$ cat config.mk
export PLATFORM = sky130hd
export DESIGN_NAME = hsv_to_rgb_converter_flat
export DESIGN_NICKNAME = d
export VERILOG_FILES = /design/src/rtl/h2r_pkg.sv /design/src/rtl/h2r_if.sv /design/src/rtl/hsv_to_rgb_converter.sv /design/src/flat_wrapper.sv
export SDC_FILE = /design/constraint.sdc
export NUM_CORES = 2
export LEC_CHECK = 0
export ABC_AREA = 1
export BUFFER_PORTS_ARGS = -buffer_cell sky130_fd_sc_hd__buf_2
export CORE_MARGIN = 5
export CORE_UTILIZATION = 25
export CTS_BUF_LIST = sky130_fd_sc_hd__clkbuf_8
export CTS_CLUSTER_SIZE = 30
export DETAILED_ROUTE_END_ITERATION = 16
export PLACE_DENSITY_LB_ADDON = 0.3
export SLEW_MARGIN = 0
export SYNTH_ARGS = -nofsm -noshare
export SYNTH_HDL_FRONTEND = slang
export SYNTH_SLANG_ARGS = --single-unit
$ cat constraint.sdc
create_clock -name i_clk -period 17.3 [get_ports i_clk]
set_input_delay 5.19 -clock i_clk [delete_from_list [all_inputs] [get_ports i_clk]]
set_output_delay 5.19 -clock i_clk [all_outputs]
set_load 0.05 [all_outputs]
$ cat src/rtl/h2r_pkg.sv
`default_nettype none

package h2r_pkg;

    // field widths
    localparam int HUE_W   = 11;
    localparam int LEVEL_W = 8;
    localparam int NUM_W   = 16;
    localparam int PROD_W  = LEVEL_W + NUM_W;
    localparam int REM_W   = 18;
    localparam int CHANNELS = 3;

    // channel lanes
    localparam int CH_RED   = 0;
    localparam int CH_GREEN = 1;
    localparam int CH_BLUE  = 2;

    // full-scale level and the scale denominator 255*255
    localparam logic [LEVEL_W-1:0] FULL_LEVEL = 8'hFF;
    localparam logic [NUM_W-1:0]   SCALE_DEN  = 16'hFE01;

    // P = q*65536 + low; low + q*(65536-65025) is the remainder for q = P>>16
    localparam logic [8:0]       DEN_GAP     = 9'd511;
    localparam logic [REM_W-1:0] REM_ONE_DEN = REM_W'(SCALE_DEN);
    localparam logic [REM_W-1:0] REM_TWO_DEN = REM_W'(2 * 65025);

    // hue sectors, six per turn
    typedef enum logic [2:0] {
        SEC_RED_YELLOW   = 3'd0,
        SEC_YELLOW_GREEN = 3'd1,
        SEC_GREEN_CYAN   = 3'd2,
        SEC_CYAN_BLUE    = 3'd3,
        SEC_BLUE_MAGENTA = 3'd4,
        SEC_MAGENTA_RED  = 3'd5
    } t_sector;

    localparam logic [2:0] SECTOR_COUNT = 3'd6;

    typedef logic [CHANNELS-1:0][LEVEL_W-1:0] t_levels;
    typedef logic [CHANNELS-1:0][NUM_W-1:0]   t_nums;
    typedef logic [CHANNELS-1:0][PROD_W-1:0]  t_prods;

endpackage

`default_nettype wire

$ cat src/rtl/h2r_if.sv
`default_nettype none

// HSV item channel
interface h2r_hsv_if;
    logic                          valid;
    logic                          ready;
    logic [h2r_pkg::HUE_W-1:0]     hue;
    logic [h2r_pkg::LEVEL_W-1:0]   saturation;
    logic [h2r_pkg::LEVEL_W-1:0]   brightness;

    modport source (output valid, hue, saturation, brightness, input ready);
    modport sink   (input valid, hue, saturation, brightness, output ready);
endinterface

// RGB item channel
interface h2r_rgb_if;
    logic                          valid;
    logic                          ready;
    logic [h2r_pkg::LEVEL_W-1:0]   red;
    logic [h2r_pkg::LEVEL_W-1:0]   green;
    logic [h2r_pkg::LEVEL_W-1:0]   blue;

    modport source (output valid, red, green, blue, input ready);
    modport sink   (input valid, red, green, blue, output ready);
endinterface

`default_nettype wire

$ cat src/rtl/hsv_to_rgb_converter.sv
// HSV to 8-bit RGB, four register stages: decode, saturation term, brightness product,
// quotient by 65025 into the output register.
// An accepted item is registered in each stage in turn and is offered at the output once it
// reaches the output register.
// Throughput: one item per cycle; the whole pipe advances whenever the output register
// is empty or being taken, so a stall holds every stage in place.
// Reset (synchronous, active low) clears the stage valid bits only; no other state.
`default_nettype none

module hsv_to_rgb_converter (
    input  wire logic      i_clk,
    input  wire logic      i_rst_n,
    h2r_hsv_if.sink        i_hsv,
    h2r_rgb_if.source      o_rgb
);

    logic advance;

    // stage valid bits
    logic r_v1, r_v2, r_v3, r_v4;

    // stage payloads
    logic [h2r_pkg::LEVEL_W-1:0] r_sat1;
    logic [h2r_pkg::LEVEL_W-1:0] r_val1, r_val2;
    h2r_pkg::t_levels            r_gap1;     // 255 - level per channel
    h2r_pkg::t_nums              r_num2;
    h2r_pkg::t_prods             r_prod3;
    h2r_pkg::t_levels            r_rgb4;

    logic [2:0]                  sector_raw;
    h2r_pkg::t_sector            sector;
    logic [h2r_pkg::LEVEL_W-1:0] ramp;
    h2r_pkg::t_levels            level;
    h2r_pkg::t_levels            n_gap1;
    h2r_pkg::t_nums              n_num2;
    h2r_pkg::t_prods             n_prod3;
    h2r_pkg::t_levels            n_rgb4;

    assign advance     = !r_v4 || o_rgb.ready;
    assign i_hsv.ready = advance;

    // sector wrap, ramp mirror and saturated primary
    always_comb begin
        sector_raw = i_hsv.hue[h2r_pkg::HUE_W-1:h2r_pkg::LEVEL_W];
        if (sector_raw >= h2r_pkg::SECTOR_COUNT) begin
            sector_raw = sector_raw - h2r_pkg::SECTOR_COUNT;
        end
        sector = h2r_pkg::t_sector'(sector_raw);
        ramp   = sector_raw[0] ? ~i_hsv.hue[h2r_pkg::LEVEL_W-1:0]
                               :  i_hsv.hue[h2r_pkg::LEVEL_W-1:0];
        level  = '0;
        unique case (sector)
            h2r_pkg::SEC_RED_YELLOW: begin
                level[h2r_pkg::CH_RED]   = h2r_pkg::FULL_LEVEL;
                level[h2r_pkg::CH_GREEN] = ramp;
            end
            h2r_pkg::SEC_YELLOW_GREEN: begin
                level[h2r_pkg::CH_RED]   = ramp;
                level[h2r_pkg::CH_GREEN] = h2r_pkg::FULL_LEVEL;
            end
            h2r_pkg::SEC_GREEN_CYAN: begin
                level[h2r_pkg::CH_GREEN] = h2r_pkg::FULL_LEVEL;
                level[h2r_pkg::CH_BLUE]  = ramp;
            end
            h2r_pkg::SEC_CYAN_BLUE: begin
                level[h2r_pkg::CH_GREEN] = ramp;
                level[h2r_pkg::CH_BLUE]  = h2r_pkg::FULL_LEVEL;
            end
            h2r_pkg::SEC_BLUE_MAGENTA: begin
                level[h2r_pkg::CH_RED]   = ramp;
                level[h2r_pkg::CH_BLUE]  = h2r_pkg::FULL_LEVEL;
            end
            h2r_pkg::SEC_MAGENTA_RED: begin
                level[h2r_pkg::CH_RED]   = h2r_pkg::FULL_LEVEL;
                level[h2r_pkg::CH_BLUE]  = ramp;
            end
            default: begin
                level = '0;
            end
        endcase
        for (int ch = 0; ch < h2r_pkg::CHANNELS; ch++) begin
            n_gap1[ch] = h2r_pkg::FULL_LEVEL - level[ch];
        end
    end

    // numerator 65025 - s*(255-c), never negative
    always_comb begin
        for (int ch = 0; ch < h2r_pkg::CHANNELS; ch++) begin
            n_num2[ch] = h2r_pkg::SCALE_DEN
                       - (h2r_pkg::NUM_W'(r_sat1) * h2r_pkg::NUM_W'(r_gap1[ch]));
        end
    end

    // brightness times numerator, below 2^24
    always_comb begin
        for (int ch = 0; ch < h2r_pkg::CHANNELS; ch++) begin
            n_prod3[ch] = h2r_pkg::PROD_W'(r_val2) * h2r_pkg::PROD_W'(r_num2[ch]);
        end
    end

    // divide by 65025: estimate with >>16, true quotient is at most two above
    always_comb begin
        logic [h2r_pkg::LEVEL_W-1:0] q_est;
        logic [h2r_pkg::REM_W-1:0]   rem;
        for (int ch = 0; ch < h2r_pkg::CHANNELS; ch++) begin
            q_est = r_prod3[ch][h2r_pkg::PROD_W-1:h2r_pkg::NUM_W];
            rem   = h2r_pkg::REM_W'(r_prod3[ch][h2r_pkg::NUM_W-1:0])
                  + (h2r_pkg::REM_W'(q_est) * h2r_pkg::REM_W'(h2r_pkg::DEN_GAP));
            if (rem >= h2r_pkg::REM_TWO_DEN) begin
                n_rgb4[ch] = q_est + 8'd2;
            end else if (rem >= h2r_pkg::REM_ONE_DEN) begin
                n_rgb4[ch] = q_est + 8'd1;
            end else begin
                n_rgb4[ch] = q_est;
            end
        end
    end

    // valid bits
    always_ff @(posedge i_clk) begin
        if (!i_rst_n) begin
            r_v1 <= 1'b0;
            r_v2 <= 1'b0;
            r_v3 <= 1'b0;
            r_v4 <= 1'b0;
        end else if (advance) begin
            r_v1 <= i_hsv.valid;
            r_v2 <= r_v1;
            r_v3 <= r_v2;
            r_v4 <= r_v3;
        end
    end

    // payload stages
    always_ff @(posedge i_clk) begin
        if (advance) begin
            r_sat1  <= i_hsv.saturation;
            r_val1  <= i_hsv.brightness;
            r_gap1  <= n_gap1;
            r_val2  <= r_val1;
            r_num2  <= n_num2;
            r_prod3 <= n_prod3;
            r_rgb4  <= n_rgb4;
        end
    end

    assign o_rgb.valid = r_v4;
    assign o_rgb.red   = r_rgb4[h2r_pkg::CH_RED];
    assign o_rgb.green = r_rgb4[h2r_pkg::CH_GREEN];
    assign o_rgb.blue  = r_rgb4[h2r_pkg::CH_BLUE];

endmodule

`default_nettype wire

$ cat src/flat_wrapper.sv
// flat-port wrapper written by rule: the top's interface ports become plain ports
module hsv_to_rgb_converter_flat 
  (i_clk, i_rst_n, i_hsv_valid, i_hsv_hue, i_hsv_saturation, i_hsv_brightness, i_hsv_ready, o_rgb_valid, o_rgb_red, o_rgb_green, o_rgb_blue, o_rgb_ready);
  h2r_hsv_if i_hsv_i ();
  h2r_rgb_if o_rgb_i ();
  input  wire logic i_clk;
  input  wire logic i_rst_n;
  input wire logic [$bits(i_hsv_i.valid)-1:0] i_hsv_valid;
  input wire logic [$bits(i_hsv_i.hue)-1:0] i_hsv_hue;
  input wire logic [$bits(i_hsv_i.saturation)-1:0] i_hsv_saturation;
  input wire logic [$bits(i_hsv_i.brightness)-1:0] i_hsv_brightness;
  output wire logic [$bits(i_hsv_i.ready)-1:0] i_hsv_ready;
  output wire logic [$bits(o_rgb_i.valid)-1:0] o_rgb_valid;
  output wire logic [$bits(o_rgb_i.red)-1:0] o_rgb_red;
  output wire logic [$bits(o_rgb_i.green)-1:0] o_rgb_green;
  output wire logic [$bits(o_rgb_i.blue)-1:0] o_rgb_blue;
  input wire logic [$bits(o_rgb_i.ready)-1:0] o_rgb_ready;
  assign i_hsv_i.valid = i_hsv_valid;
  assign i_hsv_i.hue = i_hsv_hue;
  assign i_hsv_i.saturation = i_hsv_saturation;
  assign i_hsv_i.brightness = i_hsv_brightness;
  assign i_hsv_ready = i_hsv_i.ready;
  assign o_rgb_valid = o_rgb_i.valid;
  assign o_rgb_red = o_rgb_i.red;
  assign o_rgb_green = o_rgb_i.green;
  assign o_rgb_blue = o_rgb_i.blue;
  assign o_rgb_i.ready = o_rgb_ready;
  hsv_to_rgb_converter u_core (.i_clk(i_clk), .i_rst_n(i_rst_n), .i_hsv(i_hsv_i), .o_rgb(o_rgb_i));
endmodule
==> results by group <==
Setup path
  • Worst Reg2Reg Path Length in Cells: 22
  • Setup crit start: o_rgb_ready
  • Worst-path fanout max: between 60 and 70
  • Reg-to-Reg Start: u_core.r_prod3[44]
  • Crit path to: i_hsv_ready
  • R2R setup slack: between 10 and 15 ns
  • Crit end category: primary output
  • CP startpoint kind: input pin
  • Worst r2r dst: u_core.o_rgb.green[6]
  • CP arrival: 6.31 ns
  • Required @ worst endpoint: 12.11 ns
  • Critical path class: in -> out

Yosys
  • Register bit count reported by yosys: 196
  • Synth warn: 0
  • Register area share after synthesis: 17.32%
  • Mapped Nets: roughly 5,000
  • Post-synth cell types: 50
  • Count leader, synth: inv_1
  • Cell Area, Synth: 33,750 um2
  • Main combinational cell family by area after synthesis: adder cells
  • Synth Area in Compound Gates: under 10%
  • Commonest cells in the netlist: 1,127 x inv_1, 1,021 x nand2_1, 486 x fa_1
  • Async S/R FF share, synth: 0%
  • Avg Cell Area, Syn: 8.179 um2
  • Synth area leader: fa_1
  • Most used DFF post-synth: edfxtp_1
  • Post-synth top area share: a little under 30%
  • Dominant cells by area after synthesis: fa_1 29%, edfxtp_1 17%, ha_1 14%
  • Adder-cell share of the synthesized area: 42.95%
  • XOR/XNOR share of the synthesized area: 3.714%
  • Post-synth EDFFs: 192
  • Synth Instances: roughly 4,100
  • Post-synthesis mux area share: 0%
  • Synth Area in Simple Gates: between 15 and 20%

Clock tree
  • CTS Buffer Depth: 2
  • Clock buffer count from CTS: 17
  • Clk slew on worst S/H paths: around 0.11 ns
  • CTS Hold Buffers Added: 0
  • Clock Root Buffer: clkbuf_8
  • Post-CTS Setup Repair Bufs: 0
  • Clk sinks: 196
  • Post-cts resize count: 0
  • TritonCTS clock tree: done
  • H-tree levels: 4
  • Clk_lat worst skew: 0.60 ns

Detailed routing
  • Routed WL per cell: 12.26 um
  • Vias per cell: 4.114
  • Starting DRT DRC Count: 1,090
  • Post-DRT Antenna Nets: 0
  • Initial DRT Pass Iterations: 6
  • Via count: 24,156
  • # DRC: 0
  • Final WL: 71,960 um

Floorplan
  • Ports: 57
  • Die area: ~140,000 um2
  • Die height: 377.4 um
  • Die Wd: roughly 380 um
  • Std-Cell Core Area: 133,800 um2
  • Row cnt: between 100 and 150
  • Starting Density: 25.23%

STA
  • Max Slew Vio Count: 0
  • Fmax: 86.97 MHz
  • Relative slew slack: 27.24%
  • RSZ-0062 raised after global routing: no
  • Setup TNS: 0 ns
  • Crit path time final: 11.50 ns
  • Worst Tran Pin Value: 1.091 ns
  • Hold Violations, Final: 0
  • Worst Clk Skew: 0.02679 ns
  • Crit share post-route: between 60% and 70%
  • Setup-failing EPs final: 0

Placement
  • Hpwl dp: around 58,000 um
  • Placed inst area: 35,810 um2
  • I/O Buffers: 56
  • GPL Wtd Cong: about 0.80

Min path
  • Hold/Removal Path Class: reg -> reg

Layout
  • Layout cells sized above 1: 4.388%
  • Final Cell Area: 36,220 um2
  • # nets final: 4,987
  • Layout area overhead: 7.295%

Global route
  • Number of global-route vias before repair: 25,343
  • GR Overflow Total: 0
  • Pin count of the biggest net entering global routing: 72
  • Global-route wire length before repair: 125,700 um
  • Initial antenna violation count: 1
  • Gr usage total: 10.65%

Job
  • Max cap viols: 0

Status
  • Status: finished, final reports clean
layout make-up:
type,instances,area [um2]
timing repair buffer,72,400.4
multi-input combinational,2661,23050
fill,14629,97580
inverter,1141,4300
tap,1768,2212
clock buffer,17,234.0
antenna,1,2.502
sequential,196,5846
clock inverter,15,167.7
sequential cells by signal (all words and copies together) (netlist names):
register            cells
u_core.r_v1             1
u_core.o_rgb.blue       8
u_core.o_rgb.valid      1
u_core.r_val2           8
u_core.r_v3             1
u_core.r_prod3         72
u_core.r_num2          48
u_core.r_v2             1
u_core.o_rgb.green      8
u_core.r_gap1          24
u_core.r_val1           8
u_core.r_sat1           8
u_core.o_rgb.red        8
critical path: stages:
cell,delay (ns)
buf_2,0.10
nor2_1,0.43
inv_8,0.27
buf_2,0.31
metrics by stage:
stage	hold WS, ns	instances	setup slack (ns)	utilization (%)
2_1_floorplan	0.4003	4127	2.812	-
3_3_place_gp	0.4019	5838	5.722	26.77
3_5_place_dp	0.4057	5838	5.726	26.77
4_1_cts	0.4348	5870	5.726	27.07
5_1_grt	0.4438	5871	5.712	27.07
6_report	0.4300	5871	5.802	27.07
cell usage in the layout, fill, tap and decap left out, types with 12 or more instances in the layout:
cell type	synthesis	routed
fa_1	486	486
inv_1	1127	1127
buf_4	2	16
nand4_1	24	24
xor2_1	107	107
o21bai_1	17	17
nand2_2	23	23
nand3_1	131	131
xnor2_1	33	33
nand2_1	1021	1021
ha_1	381	381
nor2_1	105	105
clkbuf_8	0	17
buf_2	1	56
inv_2	12	12
nor3_1	16	16
a21oi_1	146	146
nand3b_1	13	13
edfxtp_1	192	192
o21ai_0	74	74
worst min path at each step:
stage / start / to / slack (ns) / depth (start not counted)
4_1_cts: u_core.r_val1[2] / u_core.r_val2[2] / 0.43 / 0
5_1_grt: u_core.r_val1[1] / u_core.r_val2[1] / 0.44 / 0
3_5_place_dp: u_core.r_val1[2] / u_core.r_val2[2] / 0.41 / 0
3_3_place_gp: u_core.r_val1[6] / u_core.r_val2[6] / 0.40 / 0
2_1_floorplan: u_core.r_val1[0] / u_core.r_val2[0] / 0.40 / 0
6_report: u_core.r_val1[2] / u_core.r_val2[2] / 0.43 / 0
routing by layer:
metal | GRT usage, % | share of wire (%)
met5 | 0 | 0
met4 | 2.517 | 1.3
met3 | 1.060 | 2.1
met2 | 17.75 | 46
met1 | 14.93 | 51
cells by family after synthesis:
family | count (synthesis)
AND/OR/NAND/NOR | 1374
flip-flops | 196
adder cells (fa/ha/maj) | 867
buffers and inverters | 1270
AO/OA/AOI/OAI | 279
XOR/XNOR | 141
Power is left out: the tool's default activity adds up to more than one toggle a clock period on the data nets, which glitch-free logic cannot reach.
